===== src/rtl/nd_point_projection_assert.svh =====
// Assertion macros for the projection RTL.
// Needs nothing else; take it in with an include at the top of a file.
`ifndef ND_POINT_PROJECTION_ASSERT_SVH
`define ND_POINT_PROJECTION_ASSERT_SVH

// Check a condition on every clock edge outside reset.
`define NDP_ASSERT_ALWAYS(lbl, clk, rst_n, expr) \
    lbl: assert property (@(posedge clk) disable iff (!rst_n) (expr)) \
        else $error("ndp assertion failed");

// Check a consequence in the cycle after a trigger.
`define NDP_ASSERT_NEXT(lbl, clk, rst_n, ante, cons) \
    lbl: assert property (@(posedge clk) disable iff (!rst_n) (ante) |=> (cons)) \
        else $error("ndp assertion failed");

`endif


===== src/rtl/ndp_fifo.sv =====
// Small register queue with a combinational head.
// No package dependency; uses the assertion macro header.
`include "nd_point_projection_assert.svh"

module ndp_fifo #(
    parameter int W     = 8,
    parameter int DEPTH = 2
) (
    input  logic         i_clk,
    input  logic         i_rst_n,
    input  logic         i_push,
    input  logic [W-1:0] i_data,
    input  logic         i_pop,
    output logic         o_full,
    output logic         o_empty,
    output logic [W-1:0] o_data
);
    localparam int PTR_W = $clog2(DEPTH);
    localparam int CNT_W = $clog2(DEPTH + 1);

    logic [W-1:0]     r_mem [DEPTH];
    logic [PTR_W-1:0] r_wr;
    logic [PTR_W-1:0] r_rd;
    logic [CNT_W-1:0] r_count;
    logic             wr;
    logic             rd;

    assign o_full  = (r_count == CNT_W'(DEPTH));
    assign o_empty = (r_count == '0);
    assign wr      = i_push && !o_full;
    assign rd      = i_pop && !o_empty;
    assign o_data  = r_mem[r_rd];

    always_ff @(posedge i_clk) begin
        if (wr) begin
            r_mem[r_wr] <= i_data;
        end
    end

    always_ff @(posedge i_clk) begin
        if (!i_rst_n) begin
            r_wr    <= '0;
            r_rd    <= '0;
            r_count <= '0;
        end else begin
            if (wr) begin
                r_wr <= r_wr + PTR_W'(1);
            end
            if (rd) begin
                r_rd <= r_rd + PTR_W'(1);
            end
            if (wr && !rd) begin
                r_count <= r_count + CNT_W'(1);
            end else if (rd && !wr) begin
                r_count <= r_count - CNT_W'(1);
            end
        end
    end

    `NDP_ASSERT_ALWAYS(a_no_overflow, i_clk, i_rst_n, !(i_push && o_full))
    `NDP_ASSERT_ALWAYS(a_count_bound, i_clk, i_rst_n, r_count <= CNT_W'(DEPTH))
    `NDP_ASSERT_NEXT(a_fill, i_clk, i_rst_n, i_push && !i_pop && !o_full, r_count == $past(r_count) + 1'b1)
    `NDP_ASSERT_NEXT(a_drain, i_clk, i_rst_n, i_pop && !i_push && !o_empty, r_count == $past(r_count) - 1'b1)

endmodule


===== config.mk =====
export PLATFORM = sky130hd
export DESIGN_NAME = ndp_fifo
export DESIGN_NICKNAME = d
export VERILOG_FILES = /design/src/rtl/ndp_fifo.sv
export VERILOG_INCLUDE_DIRS = /design/src /design/src/rtl
export SDC_FILE = /design/constraint.sdc
export NUM_CORES = 1
export LEC_CHECK = 0
export ABC_AREA = 1
export BUFFER_PORTS_ARGS = -buffer_cell sky130_fd_sc_hd__buf_2
export CORE_MARGIN = 2
export CORE_UTILIZATION = 44
export DETAILED_ROUTE_END_ITERATION = 7
export GPL_ROUTABILITY_DRIVEN = 0
export GPL_TIMING_DRIVEN = 0
export HOLD_SLACK_MARGIN = 0.06
export PLACE_DENSITY = 0.8
export SLEW_MARGIN = 15
export SYNTH_ARGS = -nofsm -noshare
export SYNTH_HDL_FRONTEND = slang
export SYNTH_SLANG_ARGS = --single-unit

===== constraint.sdc =====
create_clock -name i_clk -period 1.4 [get_ports i_clk]
set_input_delay 0.21 -clock i_clk [delete_from_list [all_inputs] [get_ports i_clk]]
set_output_delay 0.21 -clock i_clk [all_outputs]
set_load 0.02 [all_outputs]

Word level (Yosys, flattened, before mapping)
Memories as Yosys holds them, arrays and structs flattened. A register that Yosys moved wholly into a read port is not among the register bits.
Cells that the tools add are included.
{ "op_classes": {"addsub": 4, "eq_ne": 1, "muxes": 6, "n_reduce_logical": 10} }
{ "ops": {"columns": ["operator", "count"], "rows": [
  ["logical AND 1 bit", 4],
  ["zero test 1 bit", 4],
  ["two-way mux 1 bit", 4],
  ["two-way mux 2 bit", 2],
  ["adder 1 bit (second input constant)", 2],
  ["adder 2 x 1 -> 2 bit (second input constant)", 1],
  ["== test 2 bit (second input constant)", 1],
  ["zero test 2 bit", 1],
  ["nonzero test 2 bit", 1],
  ["subtractor 2 x 1 -> 2 bit (second input constant)", 1]
]} }
{ "word_totals": {"reg_bits": 4, "ramBits": 16, "input_bits": 12, "output_inout_bits": 10, "elab_cells": 25, "memories": 1} }
{ "mem_list": {"columns": ["memory", "words", "word_bits", "read_ports", "rd_clocked_by_memory_dff", "wr", "line_no", "source"], "rows": [
  ["r_mem", 2, 8, 1, 1, 1, "ndp_fifo.sv:21", "logic [W-1:0] r_mem [DEPTH];"]
]} }

Logic depth before layout (Yosys ltp)
Gate-level depths: netlist of run 1.
{ "logic_depth": {"ltp_word": 7, "ltp_mapped": 10, "mapped_depth_nobuf": 10} }

Worst setup path after synthesis of run 1
OpenSTA, ideal clock, no wires.
{ "synth_path": {"path_kind": "register -> register", "start": "reg r_count[0]", "end": "reg r_count[1]", "setup_time_ns": 0.064, "arrival_time_ns": 1.307, "t_required_ns": 1.336, "path_slack_ns": 0.029, "path_stages_with_launch": 10, "n_path_buf": 0, "synth_period_minus_slack_ns": 1.371, "cell_sequence": "dfxtp_1 -> nor2_2 -> nor2_4 -> inv_1 -> ha_1 -> inv_1 -> nand3_1 -> nand2_1 -> inv_1 -> nor2_1"} }
{ "synth_via": {"elab_chain_cells": 6, "word_cells_on_any_way": 15, "cone_classes": "add/sub: 2; eq/ne: 1; mux: 2; reduce/logical: 10"} }
{ "synth_lines": {"columns": ["element", "line_no", "source"], "rows": [
  ["from (decl)", "ndp_fifo.sv:24", "logic [CNT_W-1:0] r_count;"],
  ["from (signal assigned)", "ndp_fifo.sv:53", "r_count <= r_count + CNT_W'(1);"],
  ["from (signal assigned)", "ndp_fifo.sv:55", "r_count <= r_count - CNT_W'(1);"],
  ["zero test 2 bit (*)", "ndp_fifo.sv:29", "assign o_empty = (r_count == '0);"],
  ["via o_empty", "ndp_fifo.sv:15", "output logic o_empty,"],
  ["zero test 1 bit (*)", "ndp_fifo.sv:31", "assign rd = i_pop && !o_empty;"],
  ["logical AND 1 bit (*)", "ndp_fifo.sv:31", null],
  ["zero test 1 bit", "ndp_fifo.sv:52", "if (wr && !rd) begin"],
  ["logical AND 1 bit", "ndp_fifo.sv:52", null],
  ["two-way mux 2 bit / nonzero test 2 bit (equally long branches)", null, null]
]} }
Mark *: on every way through the listed nets, which the timed path passes. The rest lies on a longest branch. The select of a mux whose other input is x is not followed.
A chain may end at the register's enable or synchronous reset.

==> flow_summary.toml, run 1 <==
[global_routing]
grt_first_pass_wirelength_um = 2090
grt.met3_usage_pct = 4.15
grt.busiest_layer = "met2"
grt_antenna_before_repair = 0
globalRouteOverflowTotal = 0
grt_pass1_vias = 492
globalRouteMet1Util_pct = 14.7
use_met2_pct = 26.5
pin_count_of_the_biggest_net_entering_global_routing = 12
grtUsageTotal_pct = 14.3

[clock_network]
clkSinkCount = 21
cts_made_buffers = 3
cts.clk_slew.worst_paths_ns = 0.11
cts.root.buffer_cell = "sky130_fd_sc_hd__clkbuf_4"
clk-insertion-delay-late_ns = 0.29
cts-root-to-sink-buffers = 2
cts.htree.levels = 1
clock_tree_from_tritoncts = "yes"

[route]
totalWireLength_um = 1380
via_per_inst = 4.69
drt_first_pass_iters = 4
vias_post_dr = 535
drt.antenna.violating_nets = 0
routedWlPerCell_um = 12.1
post-route-drc-count = 0
drt-initial-drc-count = 1

[flow_run]
maxCapViolations = 0

[finish]
area_growth_syn_to_layout_pct = 33.6
layoutNonFillerInstCount = 114
layout.cell_area.non_filler_sq_um = 1110
n_antenna_cell = 0
multi_input_comb_area_sq_um = 254
fillCellCount = 144
finalCoreUtilization_pct = 63.6
ff_latch_area_sq_um = 587
layout-drive-gt1-share_pct = 51.7
num-nets-final = 103

[floorplanning]
design.portCount = 22
dieHeight_um = 47.5
floorplan.initialDensity_pct = 47.6
die_area_sq_um = 2250
chip_width_um = 47.5
core_area_sq_um = 1750
std_cell_rows = 15

[pwr]
ir_worst_vdd_mv = 1.13
pwr_density_cell_nw_per_um2 = 1780
p_leak_nw = 0.466
power.total_mw = 1.97

[sta]
min_setup_slack_post_route_ns = -0.0344
fin_tns_setup_ns = -0.215
timing.clock.skew_ns = 0.00557
final-hold-violation-count = 0
worst_slew_margin_rel_pct = 71.5
worst-slew-pin-transition_ns = 0.428
layout_worst_path_cycle_share_pct = 102
finalHoldWorstSlack_ns = 0.102
maxSlewViolCount = 0
finalSetupViolCount = 8
max_freq_mhz = 697
setup_repair_after_global_routing_missed_its_margin = "true"
min_period_ns = 1.43

[critical_path]
reg2regPathDepth = 9
criticalPathCategory = "register to output port"
last_element_of_the_critical_path = "o_data[2]"
start_of_the_worst_register_to_register_path = "r_count[1]"
r2r_end = "r_count[1]"
end_kind = "output port"
critical_path_peak_fanout = 8
critPathArrivalTime_ns = 1.22
critPathRequiredTime_ns = 1.19
start_kind = "register"
worst-r2r-setup-slack_ns = 0.03

[yosys]
netlist_top_cells_area = "sky130_fd_sc_hd__edfxtp_1 58%, sky130_fd_sc_hd__dfxtp_1 12%, sky130_fd_sc_hd__mux2_2 11%"
synth_seq_area_share_pct = 69.9
mean_instance_size_in_the_synthesized_netlist_sq_um = 13.2
number_of_synthesis_warnings = 0
synthDominantAreaCellType = "sky130_fd_sc_hd__edfxtp_1"
syn_area_sq_um = 831
ys_ff_latch = 21
netlist-cell-type-count = 16
syn_nets = 76
synthDominantCellAreaShare_pct = 57.8
synth_cells = 63

[outcome]
run_status = "finished with violations"
failed_checks = "setup timing"

[min_path]
hold_class = "input pin to register"
min_delay_path_depth = 1

[place]
dp_cells = 109
placed_cell_area_sq_um = 967
post-place-ws_ns = -0.156
detailed_place_hpwl_um = 999
port-buffer-count = 21
cells by family (layout without fill, tap and decap cells):
logic type	Yosys count	in the layout	synth area share (%)
flip-flops	21	21	69.9
AND/OR/NAND/NOR	19	19	10.2
buffers and inverters	10	36	4.67
multiplexers	8	8	10.8
AO/OA/AOI/OAI	4	4	2.86
adder cells (fa/ha/maj)	1	1	1.51
sequential cells by signal, summed over array words and instances (netlist names), named ones only:
register  cells
r_count       2
r_wr          1
r_rd          1
r_mem        16
power by group:
part / leakage [nW] / total, mW / internal, mW / switching (mW)
Sequential: 0.192 / 0.890 / 0.809 / 0.0807
Clock: 0.0150 / 0.268 / 0.111 / 0.157
Combinational: 0.259 / 0.814 / 0.384 / 0.430
cell usage in the layout (no fill, tap or decap), types with 3 or more instances in the layout:
master	netlist	final
sky130_fd_sc_hd__nand2_1	6	6
sky130_fd_sc_hd__edfxtp_1	16	16
sky130_fd_sc_hd__buf_6	0	8
sky130_fd_sc_hd__nor2_1	9	7
sky130_fd_sc_hd__buf_2	1	13
sky130_fd_sc_hd__nor2_2	1	3
sky130_fd_sc_hd__inv_2	3	4
sky130_fd_sc_hd__mux2_4	0	8
sky130_fd_sc_hd__clkbuf_4	0	3
sky130_fd_sc_hd__inv_1	6	5
cell usage after synthesis:
library cell / n
sky130_fd_sc_hd__a21oi_1: 1
sky130_fd_sc_hd__buf_2: 1
sky130_fd_sc_hd__dfxtp_1: 5
sky130_fd_sc_hd__edfxtp_1: 16
sky130_fd_sc_hd__ha_1: 1
sky130_fd_sc_hd__inv_1: 6
sky130_fd_sc_hd__inv_2: 3
sky130_fd_sc_hd__mux2_2: 8
sky130_fd_sc_hd__nand2_1: 6
sky130_fd_sc_hd__nand3_1: 1
sky130_fd_sc_hd__nand4_1: 1
sky130_fd_sc_hd__nor2_1: 9
sky130_fd_sc_hd__nor2_2: 1
sky130_fd_sc_hd__nor2_4: 1
sky130_fd_sc_hd__o21ai_1: 2
sky130_fd_sc_hd__o21ai_2: 1
cell type report:
cell class | instances | share of cell area [%]
sequential | 21 | 52.9
inverter | 9 | 3.04
clock buffer | 4 | 2.37
tap | 25 | 2.82
timing repair buffer | 22 | 14.7
multi-input combinational | 32 | 22.9
buffer | 1 | 1.35
critical path: stages, from the launching register on:
cell,delay [ns]
sky130_fd_sc_hd__dfxtp_2,0.35
sky130_fd_sc_hd__buf_8,0.14
sky130_fd_sc_hd__mux2_4,0.31
sky130_fd_sc_hd__buf_6,0.13
repair_timing:
action / CTS / global route
hold buffers: 0 / 0
buffers inserted: 0 / 1
endpoints found under the hold margin: 0 / 0
cloned: 0 / 0
gates resized for setup: 33 / 2
pin swaps: 0 / 1
setup endpoints to repair: 25 / 17
worst min path at each step:
stage                     startpoint          end  slack [ns]
after global placement     i_data[6]  r_mem[0][6]        0.40
final                      i_data[4]  r_mem[0][4]        0.10
after global routing       i_data[4]  r_mem[0][4]        0.09
after floorplan            i_data[0]  r_mem[0][0]        0.31
after CTS                  i_data[4]  r_mem[1][4]        0.10
after detailed placement   i_data[4]  r_mem[1][4]        0.40
per-layer routing:
metal / share of wire (%) / wire length (um)
met1: 36 / 505
met2: 57 / 792
met3: 5.4 / 75
met4: 0.79 / 11
met5: 0 / 0
(Power assumes the default switching activity.)
==> run 2, diff against run 1 <==
==> constraint.sdc (replaced) <==
create_clock -name i_clk -period 1.4 [get_ports i_clk]
set_input_delay 0.14 -clock i_clk [delete_from_list [all_inputs] [get_ports i_clk]]
set_output_delay 0.14 -clock i_clk [all_outputs]
set_load 0.02 [all_outputs]
==> run 2 against run 1 <==
Effect of this change:
- the run now ends clean
- combinational power rose by 2%
- via count rose by 7.9%
- sequential power barely moved
- fmax rose by 4.8%
- setup slack improved by 0.066 ns
- core utilization rose by 4.6 points
- clock power fell by 2%
- non-clock buffer count rose by 8
- sequential share of layout area fell by 3.6 points
- die area did not move
- cell area rose by 7.2%
- final cell count rose by 7.0%
- critical path type is now register to register
==> flow_summary.toml, run 2 (synthesis gave the netlist of run 1 again) <==
[finish]
layout-drive-gt1-share_pct = 47.4
final_cell_mix = "16 x sky130_fd_sc_hd__edfxtp_1, 13 x sky130_fd_sc_hd__buf_2, 8 x sky130_fd_sc_hd__mux2_4, 8 x sky130_fd_sc_hd__dlygate4sd3_1, 8 x sky130_fd_sc_hd__buf_6"
largest_register_ff_count = 16
layoutNonFillerInstCount = 122
reg.largest.list = "r_mem: 16 flops, r_count: 2 flops"
area_growth_syn_to_layout_pct = 43.2
num-nets-final = 111
final_common_cell = "sky130_fd_sc_hd__edfxtp_1"
finalCoreUtilization_pct = 68.2
layout.cell_area.non_filler_sq_um = 1190
n_antenna_cell = 0
max_flop_register = "r_mem"

[floorplanning]
floorplan.initialDensity_pct = 47.6
dieHeight_um = 47.5
std_cell_rows = 15
die_area_sq_um = 2250
design.portCount = 22
core_area_sq_um = 1750
chip_width_um = 47.5

[place]
port-buffer-count = 21
placed_cell_area_sq_um = 967
detailed_place_hpwl_um = 999
dp_cells = 109

[sta]
worst_slew_margin_rel_pct = 71.4
min_period_ns = 1.37
max_freq_mhz = 731
layout_worst_path_cycle_share_pct = 97.8
final-hold-violation-count = 0
setup_repair_after_global_routing_missed_its_margin = "true"
timing.clock.skew_ns = 0.00203
finalSetupViolCount = 0
finalHoldWorstSlack_ns = 0.112
maxSlewViolCount = 0
worst-slew-pin-transition_ns = 0.429

[pwr]
ir_worst_vdd_mv = 1.15
pwr_density_cell_nw_per_um2 = 1670
p_leak_nw = 0.499
power.total_mw = 1.98

[route]
drt.antenna.violating_nets = 0
post-route-drc-count = 0
vias_post_dr = 577
drt_first_pass_iters = 2
drt-initial-drc-count = 4
totalWireLength_um = 1480
routedWlPerCell_um = 12.2
via_per_inst = 4.73

[global_routing]
grt_pass1_vias = 499
globalRouteOverflowTotal = 0
grtUsageTotal_pct = 13.2
grt.busiest_layer = "met2"
pin_count_of_the_biggest_net_entering_global_routing = 12
use_met2_pct = 24.3
grt_antenna_before_repair = 0
grt_first_pass_wirelength_um = 1950
grt.met3_usage_pct = 3.40
globalRouteMet1Util_pct = 13.5

[clock_network]
cts-root-to-sink-buffers = 2
cts_made_buffers = 3
clock_tree_from_tritoncts = "yes"
clk-insertion-delay-late_ns = 0.28
cts.clk_slew.worst_paths_ns = 0.10
cts.root.buffer_cell = "sky130_fd_sc_hd__clkbuf_4"
clkSinkCount = 21
cts.htree.levels = 1

[flow_run]
maxCapViolations = 0

[min_path]
hold_class = "input pin to register"

[critical_path]
end_kind = "register"
critical_path_peak_fanout = 4
critPathArrivalTime_ns = 1.59
criticalPathCategory = "register to register"
critPathRequiredTime_ns = 1.62
start_kind = "register"

[outcome]
run_status = "finished, final reports clean"
-- run 2: cell types whose count changed in the layout (fill, tap and decap cells not counted), sizes merged --
| cell | change |
|---|---|
| dlygate4sd3 | +8 |
-- run 2: worst paths after layout --
| kind | from | endpoint | slack [ns] | cells past startpoint |
|---|---|---|---|---|
| setup / recovery | r_count[1] | r_count[1] | 0.03 | 9 |
| hold reg to reg | r_count[0] | r_count[0] | 0.52 | 1 |
| hold / removal | i_rst_n | r_count[1] | 0.11 | 3 |
| setup reg to reg | r_count[1] | r_count[1] | 0.03 | 9 |
-- run 2: what timing repair did --
item                       CTS  global route
gates resized for setup      8            27
hold buffers                 8             0
hold endpoints to repair    16             0
setup endpoints to repair   25            17
pin swaps                    0             1
setup buffers                0             1
-- run 2: layer usage --
metal / share of wire (%) / vias to the layer above
met2: 56 / 19
li1: - / 282
met1: 38 / 272
met4: 2.1 / 0
met3: 4.1 / 4
met5: 0 / -
-- run 2: where the power goes --
| part | internal (mW) | switching, mW | leakage (nW) |
|---|---|---|---|
| registers | 0.809 | 0.0802 | 0.192 |
| logic | 0.398 | 0.433 | 0.292 |
| clock network | 0.110 | 0.151 | 0.0150 |
| total | 1.32 | 0.665 | 0.499 |
-- run 2: cell type report --
| cell class | instances | area [sq um] |
|---|---|---|
| Buffer | 1 | 15.0 |
| Clock buffer | 4 | 26.3 |
| Fill cell | 132 | 556 |
| Inverter | 9 | 33.8 |
| Multi-Input combinational cell | 32 | 254 |
| Sequential cell | 21 | 587 |
| Tap cell | 25 | 31.3 |
| Timing Repair Buffer | 30 | 243 |
-- run 2: per-stage QoR --
| stage | setup TNS (ns) | worst slack (ns) |
|---|---|---|
| detailed placement | -2.52 | -0.156 |
| floorplan | 0 | 0.0292 |
| CTS | -0.0105 | -0.00233 |
| global route | -0.122 | -0.0779 |
| global placement | -1.37 | -0.0869 |
| finish | 0 | 0.0313 |
-- run 2: critical path, cell delays in order (launching register included) --
cell and delay, ns:
sky130_fd_sc_hd__dfxtp_2 0.37, sky130_fd_sc_hd__inv_2 0.06, sky130_fd_sc_hd__o21ai_4 0.20, sky130_fd_sc_hd__inv_2 0.05, sky130_fd_sc_hd__ha_1 0.28, sky130_fd_sc_hd__inv_2 0.08
sky130_fd_sc_hd__nand3_1 0.08, sky130_fd_sc_hd__nand2_1 0.08, sky130_fd_sc_hd__inv_1 0.04, sky130_fd_sc_hd__nor2_1 0.08
==> run 3, diff against run 2 <==
--- a/config.mk
+++ b/config.mk
@@ -14,7 +14,7 @@
 export GPL_ROUTABILITY_DRIVEN = 0
 export GPL_TIMING_DRIVEN = 0
 export HOLD_SLACK_MARGIN = 0.06
-export PLACE_DENSITY = 0.8
+export PLACE_DENSITY = 0.79
 export SLEW_MARGIN = 15
 export SYNTH_ARGS = -nofsm -noshare
 export SYNTH_HDL_FRONTEND = slang
==> run 3 against run 2 <==
Effect of this change:
- the run now ends with setup timing left
- sequential power fell by 0.9%
- worst hold slack worse by 0.017 ns
- sequential cell count unchanged
- non-clock buffer count stayed put
- register-to-register slack got worse by 0.04 ns
- power grew 0.21%
- cell area down 0.42%
- count of clock-buffer cells in the layout stayed put
- critical endpoint is now r_mem[0][4]
- largest power group unchanged
- highest routed layer unchanged
==> flow_summary.toml, run 3 (synthesis gave the netlist of run 1 again) <==
[min_path]
hold_class = "input pin to register"

[global_routing]
grt_pass1_vias = 503
pin_count_of_the_biggest_net_entering_global_routing = 12
globalRouteOverflowTotal = 0
grtUsageTotal_pct = 13.4
grt_first_pass_wirelength_um = 1940
grt_antenna_before_repair = 0

[pwr]
p_leak_nw = 0.501
ir_worst_vdd_mv = 1.05
pwr_density_cell_nw_per_um2 = 1680
power.total_mw = 1.99

[floorplanning]
die_area_sq_um = 2250
chip_width_um = 47.5
core_area_sq_um = 1750
design.portCount = 22
floorplan.initialDensity_pct = 47.6
std_cell_rows = 15
dieHeight_um = 47.5

[place]
detailed_place_hpwl_um = 945
placed_cell_area_sq_um = 967
port-buffer-count = 21

[sta]
setup_repair_after_global_routing_missed_its_margin = "true"
timing.clock.skew_ns = 0.00683
finalSetupViolCount = 8
worst_slew_margin_rel_pct = 53.1
min_period_ns = 1.41
worst-slew-pin-transition_ns = 0.701
layout_worst_path_cycle_share_pct = 101
maxSlewViolCount = 0
max_freq_mhz = 709
min_setup_slack_post_route_ns = -0.0112
final-hold-violation-count = 0

[critical_path]
critPathSlowestCell = "sky130_fd_sc_hd__nor2_1"
criticalPathCategory = "register to register"
slowest_delay_ns = 0.54
critPathArrivalTime_ns = 1.34
start_kind = "register"
timing.critical_path.cells = "inv_2 -> o21ai_4 -> nor2_1"
critPathRequiredTime_ns = 1.33
critical_path_peak_fanout = 8
end_kind = "register"

[finish]
reg.largest.list = "r_mem: 16 flops, r_count: 2 flops"
area_growth_syn_to_layout_pct = 42.6
max_flop_register = "r_mem"
num-nets-final = 111
n_antenna_cell = 0
layout-drive-gt1-share_pct = 44.3
fillCellCount = 129
largest_register_ff_count = 16
layout.cell_area.non_filler_sq_um = 1180
final_common_cell = "sky130_fd_sc_hd__edfxtp_1"
final_cell_mix = "16 x sky130_fd_sc_hd__edfxtp_1, 13 x sky130_fd_sc_hd__buf_2, 9 x sky130_fd_sc_hd__nor2_1"

[clock_network]
cts.root.buffer_cell = "sky130_fd_sc_hd__clkbuf_4"
cts.htree.levels = 1
clk-insertion-delay-late_ns = 0.29
cts.clk_slew.worst_paths_ns = 0.11
cts_made_buffers = 3
clock_tree_from_tritoncts = "yes"
clkSinkCount = 21
cts-root-to-sink-buffers = 2

[route]
vias_post_dr = 563
drt.antenna.violating_nets = 0
via_per_inst = 4.61
post-route-drc-count = 0
totalWireLength_um = 1450
routedWlPerCell_um = 11.9
drt-initial-drc-count = 8
drt_first_pass_iters = 4

[outcome]
failed_checks = "setup timing"
run_status = "finished with violations"

[flow_run]
maxCapViolations = 0
[run 3: cell counts in the layout (fill, tap and decap cells not counted)]
Identical to the previous run, type by type.
[run 3: area by class of cell]
| cell class | count | area, sq um | share of cell area (%) |
|---|---|---|---|
| Buffer | 1 | 15.0 | 1.27 |
| Clock buffer | 4 | 26.3 | 2.22 |
| Inverter | 9 | 33.8 | 2.85 |
| Multi-Input combinational cell | 32 | 249 | 21.0 |
| Timing Repair Buffer | 30 | 243 | 20.5 |
| Tap cell | 25 | 31.3 | 2.64 |
| Sequential cell | 21 | 587 | 49.5 |
[run 3: path summary, 6_finish.rpt]
kind	start	endpoint	slack, ns	cells past startpoint
setup reg to reg	r_count[1]	r_mem[0][4]	-0.01	3
hold / removal	i_rst_n	r_count[1]	0.1	3
setup / recovery	r_count[1]	r_mem[0][4]	-0.01	3
hold reg to reg	r_rd	register	0.52	2
[run 3: per-layer routing]
layer	vias to the layer above	share of wire, %	global-route usage (%)
li1	278	-	-
met1	264	37	12.9
met2	19	56	24.3
met3	2	6.5	3.40
met4	0	0.76	10.0
met5	-	0	0
[run 3: where the power goes]
group,switching (mW),internal (mW),leakage [nW]
logic,0.433,0.398,0.294
clock network,0.163,0.111,0.0150
registers,0.0715,0.809,0.192
[run 3: metrics by stage]
stage	instances	setup TNS (ns)	utilization [%]	setup WS, ns	hold WS [ns]
after floorplan	63	0	-	0.0292	0.239
after global placement	109	-1.42	55.4	-0.0901	0.329
after detailed placement	109	-1.85	55.4	-0.124	0.332
after CTS	121	-0.432	63.5	-0.0312	0.0920
after global routing	122	-1.35	67.9	-0.0866	0.0916
final	122	-0.0526	67.9	-0.0112	0.0954
[run 3: timing repair]
item | CTS | global route
gates resized for setup | 13 | 19
hold buffers | 8 | 0
hold endpoints to repair | 16 | 0
endpoints found under the setup margin | 25 | 25
buffers inserted | 0 | 1
[run 3: critical path, delay by kind of cell, from the launching register on]
kind            cells  cell delay, ns
buf+inv             1            0.08
flops               1            0.36
simple gates        1            0.54
compound gates      1            0.07
